--- src/sv/wildcard_byte_pattern_scanner_macros.svh ---
// Assertion macros used by the scanner front end.
`ifndef WILDCARD_BYTE_PATTERN_SCANNER_MACROS_SVH
`define WILDCARD_BYTE_PATTERN_SCANNER_MACROS_SVH

`ifndef SYNTHESIS

// Plain property, checked at every edge outside reset.
`define WBPS_ASSERT(label, clk, rst_n, prop) \
	label: assert property (@(posedge clk) disable iff (!rst_n) (prop)) \
		else $error("wbps assertion failed");

// Same-cycle implication.
`define WBPS_ASSERT_IMPL(label, clk, rst_n, ante, cons) \
	label: assert property (@(posedge clk) disable iff (!rst_n) (ante) |-> (cons)) \
		else $error("wbps implication failed");

// Next-cycle implication.
`define WBPS_ASSERT_NEXT(label, clk, rst_n, ante, cons) \
	label: assert property (@(posedge clk) disable iff (!rst_n) (ante) |=> (cons)) \
		else $error("wbps next-cycle implication failed");

`else

`define WBPS_ASSERT(label, clk, rst_n, prop)
`define WBPS_ASSERT_IMPL(label, clk, rst_n, ante, cons)
`define WBPS_ASSERT_NEXT(label, clk, rst_n, ante, cons)

`endif

`endif

--- src/sv/wbps_pkg.sv ---
// Types and constants of the wildcard byte pattern scanner.
package wbps_pkg;

	localparam int MAX_PATTERN_DEF = 16;
	localparam int OFFSET_BITS_DEF = 32;
	localparam int PATTERN_SLOTS   = 16;
	localparam int WINDOW_DEPTH    = 15;
	localparam int QUEUE_DEPTH     = 2;
	localparam int CFG_DATA_W      = 64;
	localparam int CFG_INDEX_W     = 2;
	localparam int LENGTH_W        = 5;
	localparam int MATCH_OFFSET_W  = 32;

	typedef enum logic [CFG_INDEX_W-1:0] {
		REG_PATTERN_LOW  = 2'd0,
		REG_PATTERN_HIGH = 2'd1,
		REG_WILDCARD     = 2'd2,
		REG_LENGTH       = 2'd3
	} reg_index_t;

	typedef struct packed {
		logic [7:0] image_byte;
		logic       last_byte;
	} in_t;

	typedef struct packed {
		logic                      found;
		logic [MATCH_OFFSET_W-1:0] match_offset;
	} out_t;

	typedef struct packed {
		logic [8*PATTERN_SLOTS-1:0] pattern_data;
		logic [PATTERN_SLOTS-1:0]   wildcard_bits;
		logic [LENGTH_W-1:0]        pattern_length;
	} cfg_t;

	typedef struct packed {
		logic full;
		logic valid;
	} q_status_t;

endpackage

--- src/sv/wildcard_byte_pattern_scanner.sv ---
// Top level of the wildcard byte pattern scanner: config registers and the three stages.
// Throughput: one image byte per cycle unless the result queue is full.
// The front end compares the whole window combinationally; a result is written to the queue
//   at the edge that takes the byte causing it, then loaded into the output register.
// The input stalls only while the two-entry result queue is full.
// Reset (async, active low): window, count and queue clear; pattern zero, length one.
module wildcard_byte_pattern_scanner #(
	parameter int MAX_PATTERN = wbps_pkg::MAX_PATTERN_DEF,
	parameter int OFFSET_BITS = wbps_pkg::OFFSET_BITS_DEF
) (
	input  logic                            clk,
	input  logic                            arst_n,
	// image byte channel
	input  logic                            image_valid,
	output logic                            image_stall,
	input  wbps_pkg::in_t                   image_beat,
	// result channel
	output logic                            result_valid,
	input  logic                            result_stall,
	output wbps_pkg::out_t                  result_beat,
	// configuration writes
	input  logic                            cfg_we,
	input  logic [wbps_pkg::CFG_INDEX_W-1:0] cfg_index,
	input  logic [wbps_pkg::CFG_DATA_W-1:0]  cfg_data
);

	logic [wbps_pkg::CFG_DATA_W-1:0]    pattern_low_q;
	logic [wbps_pkg::CFG_DATA_W-1:0]    pattern_high_q;
	logic [wbps_pkg::PATTERN_SLOTS-1:0] wildcard_q;
	logic [wbps_pkg::LENGTH_W-1:0]      length_q;

	wbps_pkg::cfg_t      cfg;
	wbps_pkg::q_status_t q_status;
	wbps_pkg::out_t      push_beat;
	wbps_pkg::out_t      head_beat;
	logic                push;
	logic                pop;

	// Config is only written while no byte is in flight, so the front end reads
	// these registers directly; the user must keep to this, the block does not enforce it.
	always_ff @(posedge clk or negedge arst_n) begin
		if (!arst_n) begin
			pattern_low_q  <= '0;
			pattern_high_q <= '0;
			wildcard_q     <= '0;
			length_q       <= wbps_pkg::LENGTH_W'(1);
		end else if (cfg_we) begin
			case (wbps_pkg::reg_index_t'(cfg_index))
				wbps_pkg::REG_PATTERN_LOW:  pattern_low_q  <= cfg_data;
				wbps_pkg::REG_PATTERN_HIGH: pattern_high_q <= cfg_data;
				wbps_pkg::REG_WILDCARD:
					wildcard_q <= cfg_data[wbps_pkg::PATTERN_SLOTS-1:0];
				wbps_pkg::REG_LENGTH:
					length_q <= cfg_data[wbps_pkg::LENGTH_W-1:0];
				default: ;
			endcase
		end
	end

	// byte 0 sits in the low bits of the low register, byte 8 in the high one
	assign cfg.pattern_data   = {pattern_high_q, pattern_low_q};
	assign cfg.wildcard_bits  = wildcard_q;
	assign cfg.pattern_length = length_q;

	// Front end: window shift, byte count, match and end-of-image decision.
	wbps_front #(
		.MAX_PATTERN(MAX_PATTERN),
		.OFFSET_BITS(OFFSET_BITS)
	) u_front (
		.clk        (clk),
		.arst_n     (arst_n),
		.image_valid(image_valid),
		.image_stall(image_stall),
		.image_beat (image_beat),
		.cfg        (cfg),
		.q_status   (q_status),
		.push       (push),
		.push_beat  (push_beat)
	);

	// Decoupling queue: lets the front keep taking bytes while a result waits.
	wbps_queue u_queue (
		.clk      (clk),
		.arst_n   (arst_n),
		.push     (push),
		.push_beat(push_beat),
		.pop      (pop),
		.head_beat(head_beat),
		.status   (q_status)
	);

	// Back end: registered result beat toward the consumer.
	wbps_back u_back (
		.clk         (clk),
		.arst_n      (arst_n),
		.q_status    (q_status),
		.head_beat   (head_beat),
		.pop         (pop),
		.result_valid(result_valid),
		.result_stall(result_stall),
		.result_beat (result_beat)
	);

endmodule

--- src/sv/wbps_front.sv ---
// Front end: takes image bytes, keeps the byte window and count, classifies each beat.
`include "wildcard_byte_pattern_scanner_macros.svh"

module wbps_front #(
	parameter int MAX_PATTERN = wbps_pkg::MAX_PATTERN_DEF,
	parameter int OFFSET_BITS = wbps_pkg::OFFSET_BITS_DEF
) (
	input  logic                clk,
	input  logic                arst_n,
	input  logic                image_valid,
	output logic                image_stall,
	input  wbps_pkg::in_t       image_beat,
	input  wbps_pkg::cfg_t      cfg,
	input  wbps_pkg::q_status_t q_status,
	output logic                push,
	output wbps_pkg::out_t      push_beat
);

	localparam int LIMIT = (MAX_PATTERN < wbps_pkg::PATTERN_SLOTS) ?
		MAX_PATTERN : wbps_pkg::PATTERN_SLOTS;
	localparam int LW = wbps_pkg::LENGTH_W;
	localparam int PS = wbps_pkg::PATTERN_SLOTS;

	logic [7:0]             recent_q [wbps_pkg::WINDOW_DEPTH];
	logic [OFFSET_BITS-1:0] byte_count_q;
	logic                   reported_q;

	logic                   accept;
	logic [LW-1:0]          eff_len;
	logic [PS-1:0]          lane_ok;
	logic                   hit;
	logic                   not_sat;
	logic                   enough;
	logic [OFFSET_BITS-1:0] len_m1;
	logic [OFFSET_BITS-1:0] start_off;

	assign image_stall = q_status.full;
	assign accept      = image_valid && !q_status.full;

	// zero reads as one, oversize clips to the slot limit
	always_comb begin
		eff_len = cfg.pattern_length;
		if (cfg.pattern_length == '0) begin
			eff_len = LW'(1);
		end else if (cfg.pattern_length > LW'(LIMIT)) begin
			eff_len = LW'(LIMIT);
		end
	end

	// lane b looks b bytes back; it faces pattern byte len-1-b
	for (genvar b = 0; b < PS; b++) begin : g_lane
		logic [3:0] pj;
		logic [7:0] tap;
		assign pj = 4'(eff_len - LW'(b) - LW'(1));
		if (b == 0) begin : g_cur
			assign tap = image_beat.image_byte;
		end else begin : g_old
			assign tap = recent_q[b-1];
		end
		assign lane_ok[b] = (LW'(b) >= eff_len) || cfg.wildcard_bits[pj] ||
			(tap == cfg.pattern_data[{pj, 3'b000} +: 8]);
	end

	assign len_m1    = OFFSET_BITS'(eff_len - LW'(1));
	assign not_sat   = (byte_count_q != '1);
	assign enough    = (byte_count_q >= len_m1);
	assign start_off = byte_count_q - len_m1;
	assign hit       = !reported_q && not_sat && enough && (&lane_ok);

	// one result at most: the first hit, or a miss on the final byte
	assign push = accept && !reported_q && (hit || image_beat.last_byte);
	always_comb begin
		push_beat.found        = hit;
		push_beat.match_offset = hit ? wbps_pkg::MATCH_OFFSET_W'(start_off) : '0;
	end

	always_ff @(posedge clk or negedge arst_n) begin
		if (!arst_n) begin
			byte_count_q <= '0;
			reported_q   <= 1'b0;
			for (int i = 0; i < wbps_pkg::WINDOW_DEPTH; i++) begin
				recent_q[i] <= '0;
			end
		end else if (accept) begin
			if (image_beat.last_byte) begin
				byte_count_q <= '0;
				reported_q   <= 1'b0;
				for (int i = 0; i < wbps_pkg::WINDOW_DEPTH; i++) begin
					recent_q[i] <= '0;
				end
			end else begin
				if (not_sat) begin
					byte_count_q <= byte_count_q + OFFSET_BITS'(1);
				end
				if (hit) begin
					reported_q <= 1'b1;
				end
				recent_q[0] <= image_beat.image_byte;
				for (int i = 1; i < wbps_pkg::WINDOW_DEPTH; i++) begin
					recent_q[i] <= recent_q[i-1];
				end
			end
		end
	end

	`WBPS_ASSERT_NEXT(a_last_clears, clk, arst_n, accept && image_beat.last_byte, (byte_count_q == '0) && !reported_q)
	`WBPS_ASSERT_IMPL(a_miss_on_last, clk, arst_n, push && !push_beat.found, image_beat.last_byte)
	`WBPS_ASSERT_IMPL(a_flag_from_hit, clk, arst_n, $rose(reported_q), $past(push && push_beat.found))
	`WBPS_ASSERT_NEXT(a_count_monotonic, clk, arst_n, !(accept && image_beat.last_byte), byte_count_q >= $past(byte_count_q))

endmodule

--- src/sv/wbps_queue.sv ---
// Short result queue between front and back ends.
module wbps_queue (
	input  logic                clk,
	input  logic                arst_n,
	input  logic                push,
	input  wbps_pkg::out_t      push_beat,
	input  logic                pop,
	output wbps_pkg::out_t      head_beat,
	output wbps_pkg::q_status_t status
);

	localparam int DEPTH = wbps_pkg::QUEUE_DEPTH;
	localparam int PW    = $clog2(DEPTH);
	localparam int CW    = $clog2(DEPTH + 1);

	wbps_pkg::out_t mem_q [DEPTH];
	logic [PW-1:0]  wr_ptr_q;
	logic [PW-1:0]  rd_ptr_q;
	logic [CW-1:0]  count_q;
	logic           do_push;
	logic           do_pop;

	assign status.full  = (count_q == CW'(DEPTH));
	assign status.valid = (count_q != '0);
	assign head_beat    = mem_q[rd_ptr_q];
	assign do_push      = push && !status.full;
	assign do_pop       = pop && status.valid;

	always_ff @(posedge clk) begin
		if (do_push) begin
			mem_q[wr_ptr_q] <= push_beat;
		end
	end

	always_ff @(posedge clk or negedge arst_n) begin
		if (!arst_n) begin
			wr_ptr_q <= '0;
			rd_ptr_q <= '0;
			count_q  <= '0;
		end else begin
			if (do_push) begin
				wr_ptr_q <= (wr_ptr_q == PW'(DEPTH - 1)) ? '0 : wr_ptr_q + PW'(1);
			end
			if (do_pop) begin
				rd_ptr_q <= (rd_ptr_q == PW'(DEPTH - 1)) ? '0 : rd_ptr_q + PW'(1);
			end
			case ({do_push, do_pop})
				2'b10:   count_q <= count_q + CW'(1);
				2'b01:   count_q <= count_q - CW'(1);
				default: count_q <= count_q;
			endcase
		end
	end

endmodule

--- src/sv/wbps_back.sv ---
// Back end: drains the queue into the registered result port.
module wbps_back (
	input  logic                clk,
	input  logic                arst_n,
	input  wbps_pkg::q_status_t q_status,
	input  wbps_pkg::out_t      head_beat,
	output logic                pop,
	output logic                result_valid,
	input  logic                result_stall,
	output wbps_pkg::out_t      result_beat
);

	logic           valid_q;
	wbps_pkg::out_t beat_q;

	// refill when the output slot is empty or being taken
	assign pop          = q_status.valid && (!valid_q || !result_stall);
	assign result_valid = valid_q;
	assign result_beat  = beat_q;

	always_ff @(posedge clk or negedge arst_n) begin
		if (!arst_n) begin
			valid_q <= 1'b0;
		end else if (pop) begin
			valid_q <= 1'b1;
		end else if (!result_stall) begin
			valid_q <= 1'b0;
		end
	end

	always_ff @(posedge clk) begin
		if (pop) begin
			beat_q <= head_beat;
		end
	end

endmodule

--- config.mk ---
export PLATFORM = sky130hd
export DESIGN_NAME = wildcard_byte_pattern_scanner
export DESIGN_NICKNAME = d
export VERILOG_FILES = /design/src/sv/wbps_pkg.sv /design/src/sv/wildcard_byte_pattern_scanner.sv /design/src/sv/wbps_front.sv /design/src/sv/wbps_queue.sv /design/src/sv/wbps_back.sv
export VERILOG_INCLUDE_DIRS = /design/src /design/src/sv
export SDC_FILE = /design/constraint.sdc
export NUM_CORES = 1
export LEC_CHECK = 0
export BUFFER_PORTS_ARGS = -buffer_cell sky130_fd_sc_hd__clkbuf_2
export CORE_MARGIN = 4
export CORE_UTILIZATION = 35
export CTS_BUF_LIST = sky130_fd_sc_hd__clkbuf_8
export CTS_CLUSTER_SIZE = 40
export DETAILED_ROUTE_END_ITERATION = 10
export SYNTH_ARGS = -nofsm -noshare
export SYNTH_HDL_FRONTEND = slang
export SYNTH_SLANG_ARGS = --single-unit
--- constraint.sdc ---
create_clock -name clk -period 14.6 [get_ports clk]
set_input_delay 2.92 -clock clk [delete_from_list [all_inputs] [get_ports clk]]
set_output_delay 2.92 -clock clk [all_outputs]
set_load 0.01 [all_outputs]
* Word-level counts from Yosys, hierarchy flattened
Memory sizes are Yosys's and may differ from the RTL's. A register that Yosys moved wholly into a read port is not among the register bits.
Cells that the tools add are included.
** Storage, ports and cells
- Register bits :: 307
- Memory bits (writable) :: 66
- Output and inout port bits :: 35
- Memories kept :: 1
** Cells by class
- $add $sub $neg :: 37
- $lt $le $gt $ge :: 34
- Equal/unequal tests :: 24
- Shift operators :: 16
- Multiplexer cells :: 47
- Reductions and logical operators :: 60
** Memories
- u_queue.mem_q :: words 2, bits a word 33, read ports 1, clocked after Yosys merged registers in 1, wr ports 1, RTL line wbps_queue.sv:16 : wbps_pkg::out_t mem_q [DEPTH];
** Operators with widths (count)
- $shiftx 128x8->8 :: 16
- $eq 8x8->1 :: 16
- $mux 120 :: 1
- $mux 32 :: 3
- $lt 4x5->1 const B :: 16
- $bmux 1 s4 :: 16
- $sub 4x1->4 const B :: 16
- $ge 4x5->1 const A :: 8
- $logic_or 1x1->1 :: 34
- $add 32x1->32 const B :: 1
- $ge 32x32->1 :: 1
- $ne 32x32->1 const B :: 1
- $sub 32x32->32 :: 1
- $sub 4x4->4 const B :: 8
- $mux 1 :: 24
- $ge 3x5->1 const A :: 4
- $reduce_and 16->1 :: 1
- $sub 4x3->4 const B :: 4
- $reduce_and 2->1 :: 6
- $ge 1x5->1 const A :: 2
- $ge 2x5->1 const A :: 2
- $mux 5 :: 2
- $logic_and 1x1->1 :: 9
- $eq 2x2->1 const B :: 4
- other kinds (13) :: 22

* Longest topological paths before layout
- Depth after elaboration :: 16
- Depth in mapped cells :: 26

* By module
From an unflattened synthesis, not the netlist that was laid out.
** Second synthesis, totals
- Cell total of the unflattened synthesis :: 3285
- Area, all modules :: 29926.2 um^2
** By module, submodules not included
- wbps_front :: instances 1, cells an instance 2811, area an instance 20678.6 um^2
- wildcard_byte_pattern_scanner :: instances 1, cells an instance 317, area an instance 5615.4 um^2
- wbps_queue :: instances 1, cells an instance 121, area an instance 2597.5 um^2
- wbps_back :: instances 1, cells an instance 36, area an instance 1034.7 um^2

* Worst setup path before layout
No wires, ideal clock.
- Path type :: register to register
- From :: register length_q[4] (netlist bit)
- To :: memory u_queue.mem_q[0][0] (netlist bit) (enable)
- Library setup time :: 427 ps
- Data arrival time :: 6887 ps
- Data required time :: 14173 ps
- Setup slack :: 7286 ps
- Cell stages (with the launch flop) :: 20
- Period minus slack after synthesis :: 7314 ps
- Cells stage by stage :: dfrtp_1 > buf_2 > nand2b_1 > buf_2 > clkbuf_1 > ha_1 > buf_1 > nand3_1 > ha_1 > clkbuf_1 > nand2_1 > o21a_1 > nor2b_1 > o21a_1 > nor4_1 > o21ai_0 > a2111oi_1 > nand4_2 > a211oi_2 > nor2b_1
** On the way
- Word-level cells in the longest chain between the ends :: 16
** RTL lines
- from (decl) :: RTL line wildcard_byte_pattern_scanner.sv:30 : logic [wbps_pkg::LENGTH_W-1:0] length_q;
- from (signal assigned) :: RTL line wildcard_byte_pattern_scanner.sv:46 : length_q <= wbps_pkg::LENGTH_W'(1);
- from (signal assigned) :: RTL line wildcard_byte_pattern_scanner.sv:54 : length_q <= cfg_data[wbps_pkg::LENGTH_W-1:0];
- $gt 5x5->1 :: RTL line wbps_front.sv:45 : end else if (cfg.pattern_length > LW'(LIMIT)) begin
- $mux 5 :: RTL line wbps_front.sv:45
- $mux 5 * :: RTL line wbps_front.sv:43 : if (cfg.pattern_length == '0) begin
- branches (longest 7 deep; another with $sub 4x1->4)
- $logic_and 1x1->1 * :: RTL line wbps_front.sv:68 : assign hit = !reported_q && not_sat && enough && (&lane_ok);
- $logic_or 1x1->1 * :: RTL line wbps_front.sv:71 : assign push = accept && !reported_q && (hit || image_beat.last_byte);
- $logic_and 1x1->1 * :: RTL line wbps_front.sv:71
- $logic_and 1x1->1 * :: RTL line wbps_queue.sv:26 : assign do_push = push && !status.full;
- $mux 1 * :: RTL line wbps_queue.sv:30 : if (do_push) begin
- $mux 1 (not written as such) * :: RTL line wbps_queue.sv:31 : mem_q[wr_ptr_q] <= push_beat;
- to (decl) :: RTL line wbps_queue.sv:16
Mark *: on every way between the ends. The select of a mux whose other input is x is not followed.

* Final worst setup path
- From :: register length_q[4] (netlist bit)
- To :: memory u_queue.mem_q[0][8] (netlist bit) (enable)
The elaborated chain is that of the path after synthesis.

==> results.yml <==
power:
  net-switching-power_uw: 2188
  power_frac_seq_pct: 29.7
  cell_internal_pwr_uw: 3113
  clock_power_share_pct: 22.4
  power.combinational.fraction_pct: 47.9
  power.density_cell_area_mw_per_mm2: 179.9
  vdd_drop_max_mv: 0.08203
  sw_frac_of_total_pct: 41.27
  power.leakage_uw: 0.01162
timing:
  tns_ps: 0
  final.period_utilization_pct: 53.54
  worst_clock_skew_ps: 46.55
  grt_setup_unrepaired: "no"
  final_max_slew_viol_count: 0
  finalSetupViolations: 0
  finalWorstSetupSlack_ps: 6783
  clock.fmax_mhz: 127.9
  finalHoldViolations: 0
  min_period_ps: 7817
  relSlewSlack_pct: 7.735
  worstMarginPinSlew_ps: 1379
worst_setup_path:
  crit_fanout: 51
  cp_data_arrival_time_ps: 8100
  setup.worst_path.end_class: "flop"
  r2r_cells: 16
  timing_worst_setup_path_type: "reg -> reg"
  timing.critical_path.required_ps: 14890
  crit_path_start_kind: "flop"
logic_synthesis:
  synth_cell_type_count: 80
  yosysWarnings: 0
  syn_area_mm2: 0.02625
  prevailing_post_synth_register_cell: "sky130_fd_sc_hd__dfrtp_1"
  syn_avg_cell_area_um2: 11.43
  synth_sequential_area_ratio_pct: 40.59
  mappedNetlistNets: 2417
  synth_edf_count: 99
  synth_async_sr_flop_share_pct: 75.62
  syn-instance-count: 2296
  synth_seq_cells: 406
global_route:
  grt_remaining_overflow: 0
  grt_pass1_vias: 19850
  pin_count_of_the_biggest_net_entering_global_routing: 122
  grt_antenna_before_repair: 2
  grt.total_usage_pct: 23.57
  grt_first_pass_wirelength_um: 137700
route:
  route.antenna.remaining_nets: 0
  post-route-drc-count: 0
  drt_first_pass_iters: 6
  num_vias: 20490
  drt-total-wl_um: 94440
  wl_per_cell_um: 27.65
  post_drt_via_cell_ratio: 6.001
  drtIter0Drc: 2565
min_path:
  worst_hold_path_type: "reg -> reg"
  hold_depth: 1
floorplan:
  placeableCoreArea_mm2: 0.07445
  pin_count: 115
  floorplan.die.height_um: 281.9
  design.die.area_mm2: 0.07945
  start_util_pct: 35.26
  std_cell_rows: 100
  dieWidth_um: 281.9
flow_run:
  maxCapViolations: 0
cts:
  postCtsHoldBufs: 0
  tritoncts: "yes"
  path_clk_slew_ps: 60
  cts_resized: 0
  clock_tree.htree_level_count: 3
  post-cts-setup-buffers: 0
  cts.path.max_buffers: 3
  numCtsBuffers: 75
  clk_latency_ps: 690
  root_buffer: "sky130_fd_sc_hd__clkbuf_8"
  tritoncts_num_sinks: 406
layout:
  final_net_count: 2503
  nFillCells: 7141
  syn_to_final_growth_pct: 12.27
  proportion_of_layout_cells_with_a_drive_suffix_above_1_pct: 28.28
placement:
  placement.setup.worst_slack_ps: 6747
  port-buffer-count: 114
  detailed_place_hpwl_um: 72470
  gp_congestion: 1.020
outcome:
  outcome: "finished clean"
-- cell usage after synthesis, drive strengths merged, types with 5 or more instances --
library cell / count / area [um2]
and2: 6 / 37.54
nand4: 26 / 168.9
a21o: 26 / 195.2
o22ai: 9 / 56.30
nor2b: 14 / 87.58
ha: 40 / 500.5
mux2: 190 / 2140
nand2b: 15 / 93.84
inv: 20 / 75.07
edfxtp: 99 / 2973
and3: 18 / 112.6
a31oi: 11 / 68.82
o21ai: 153 / 765.7
a32oi: 8 / 70.07
clkbuf: 97 / 364.1
nand3: 41 / 205.2
xnor2: 125 / 1095
nand2: 301 / 1130
a32o: 7 / 70.07
o21a: 8 / 60.06
a22o: 39 / 341.6
a211oi: 18 / 157.7
nor3: 15 / 75.07
xor2: 61 / 534.3
mux2i: 59 / 590.6
dfrtp: 306 / 7657
nor4: 25 / 183.9
buf: 58 / 326.6
mux4: 184 / 4144
a22oi: 13 / 97.59
or3: 7 / 43.79
nor2: 115 / 434.2
a21oi: 57 / 285.3
a2111oi: 6 / 53.80
o211ai: 5 / 37.54
a221oi: 50 / 437.9
-- per-layer routing --
layer / global-route usage [%] / wire length (um) / vias to the layer above
met5: 0 / 0 / -
li1: - / - / 8922
met1: 32.07 / 39390 / 10430
met4: 10.28 / 4323 / 0
met3: 5.167 / 7977 / 172
met2: 36.41 / 42740 / 974
-- registers in the layout (all words and copies together) (netlist names) --
register / count
pattern_high_q: 64
u_front.reported_q: 1
pattern_low_q: 64
u_queue.wr_ptr_q: 1
u_queue.count_q: 2
u_back.result_valid: 1
wildcard_q: 16
u_front.g_lane.tap: 120
u_queue.rd_ptr_q: 1
length_q: 5
u_front.byte_count_q: 32
u_queue.mem_q: 66
u_back.result_beat: 33
-- per-stage QoR --
stage	util, %	total power [uW]	area [um2]	std cells	hold slack, ps
2_1_floorplan	-	3234	26250	2296	455.5
3_3_place_gp	37.37	4066	27820	3274	484.3
3_5_place_dp	37.37	4085	27820	3274	485.8
4_1_cts	39.58	5297	29470	3412	494.0
5_1_grt	39.58	5536	29470	3413	522.7
6_report	39.59	5301	29470	3415	490.8
-- worst paths after layout --
path                                                  to  slack [ps]               start
worst max-delay path                 u_queue.mem_q[0][8]        6780         length_q[4]
worst min-delay path                  u_queue.count_q[1]         490  u_queue.count_q[1]
worst max register to register       u_queue.mem_q[0][8]        6780         length_q[4]
worst min register to register        u_queue.count_q[1]         490  u_queue.count_q[1]
max in group asynchronous             pattern_high_q[16]        9990              arst_n
min in group asynchronous       u_front.g_lane[7].tap[2]        2260              arst_n
-- worst max-delay path, cell delays in order (launching register included) --
cell	delay (ps)
sky130_fd_sc_hd__dfrtp_1	330
sky130_fd_sc_hd__buf_4	410
sky130_fd_sc_hd__nand2b_4	730
sky130_fd_sc_hd__ha_1	610
sky130_fd_sc_hd__inv_1	150
sky130_fd_sc_hd__a311oi_1	350
sky130_fd_sc_hd__nor2_1	260
sky130_fd_sc_hd__nor2_1	1090
sky130_fd_sc_hd__a221oi_1	370
sky130_fd_sc_hd__xnor2_1	220
sky130_fd_sc_hd__nor4_1	670
sky130_fd_sc_hd__a211oi_1	200
sky130_fd_sc_hd__nor4_2	310
sky130_fd_sc_hd__nand4_2	140
sky130_fd_sc_hd__buf_4	280
sky130_fd_sc_hd__a211oi_2	390
sky130_fd_sc_hd__nor2b_4	840
-- area by class of cell --
type,instances,area [um2],area share [%]
clock inverter,48,404.1,1.371
inverter,21,80.08,0.2717
clock buffer,90,1239,4.203
antenna,3,7.507,0.02547
multi-input combinational,1714,14920,50.62
tap,969,1212,4.114
sequential,406,10660,36.16
timing repair buffer,164,955.9,3.243
-- cells in the final DEF (no fill, tap or decap), types with 13 or more instances in the layout --
cell                       Yosys  routed
sky130_fd_sc_hd__nor2_1      114     112
sky130_fd_sc_hd__edfxtp_1     99      99
sky130_fd_sc_hd__nand3_1      41      41
sky130_fd_sc_hd__clkinv_2      0      16
sky130_fd_sc_hd__nor2b_1      14      13
sky130_fd_sc_hd__a21o_1       26      26
sky130_fd_sc_hd__mux2i_1      59      59
sky130_fd_sc_hd__clkbuf_2      0     113
sky130_fd_sc_hd__mux4_2      184     184
sky130_fd_sc_hd__ha_1         40      40
sky130_fd_sc_hd__nor3_1       15      15
sky130_fd_sc_hd__dfrtp_1     306     306
sky130_fd_sc_hd__a211oi_1     15      15
sky130_fd_sc_hd__buf_4         7      50
sky130_fd_sc_hd__nor4_1       22      22
sky130_fd_sc_hd__a22oi_1      13      13
sky130_fd_sc_hd__xnor2_1     125     122
sky130_fd_sc_hd__clkbuf_8      0      90
sky130_fd_sc_hd__nand2b_1     15      14
sky130_fd_sc_hd__mux2_2      190     190
sky130_fd_sc_hd__inv_1        16      31
sky130_fd_sc_hd__and3_1       18      18
sky130_fd_sc_hd__nand2_1     301     300
sky130_fd_sc_hd__a21oi_1      57      56
sky130_fd_sc_hd__a22o_1       39      39
sky130_fd_sc_hd__a221oi_1     50      50
sky130_fd_sc_hd__nand4_1      25      25
sky130_fd_sc_hd__xor2_1       61      61
sky130_fd_sc_hd__o21ai_0     151     151
-- kinds of logic (layout without fill, tap and decap cells) --
| logic type | Yosys count | in the layout | share of synthesized area (%) |
|---|---|---|---|
| xor gates and xnor gates | 186 | 186 | 6.206 |
| buffers and inverters | 176 | 323 | 2.931 |
| and+or+nand+nor | 597 | 597 | 10.22 |
| muxes | 433 | 433 | 26.19 |
| DFF | 406 | 406 | 40.59 |
| adders and majority gates | 42 | 42 | 2.021 |
| other | 0 | 3 | 0 |
| AOI/OAI and AO/OA | 456 | 456 | 11.84 |
-- power groups by stage --
stage	Combinational [uW]	Sequential, uW	Clock [uW]
4_1_cts	2500	1570	1220
3_3_place_gp	2490	1580	0
2_1_floorplan	1720	1510	0
3_5_place_dp	2500	1590	0
6_report	2540	1570	1190
5_1_grt	2670	1590	1270
No activity file was read; power rests on OpenSTA's default activity.
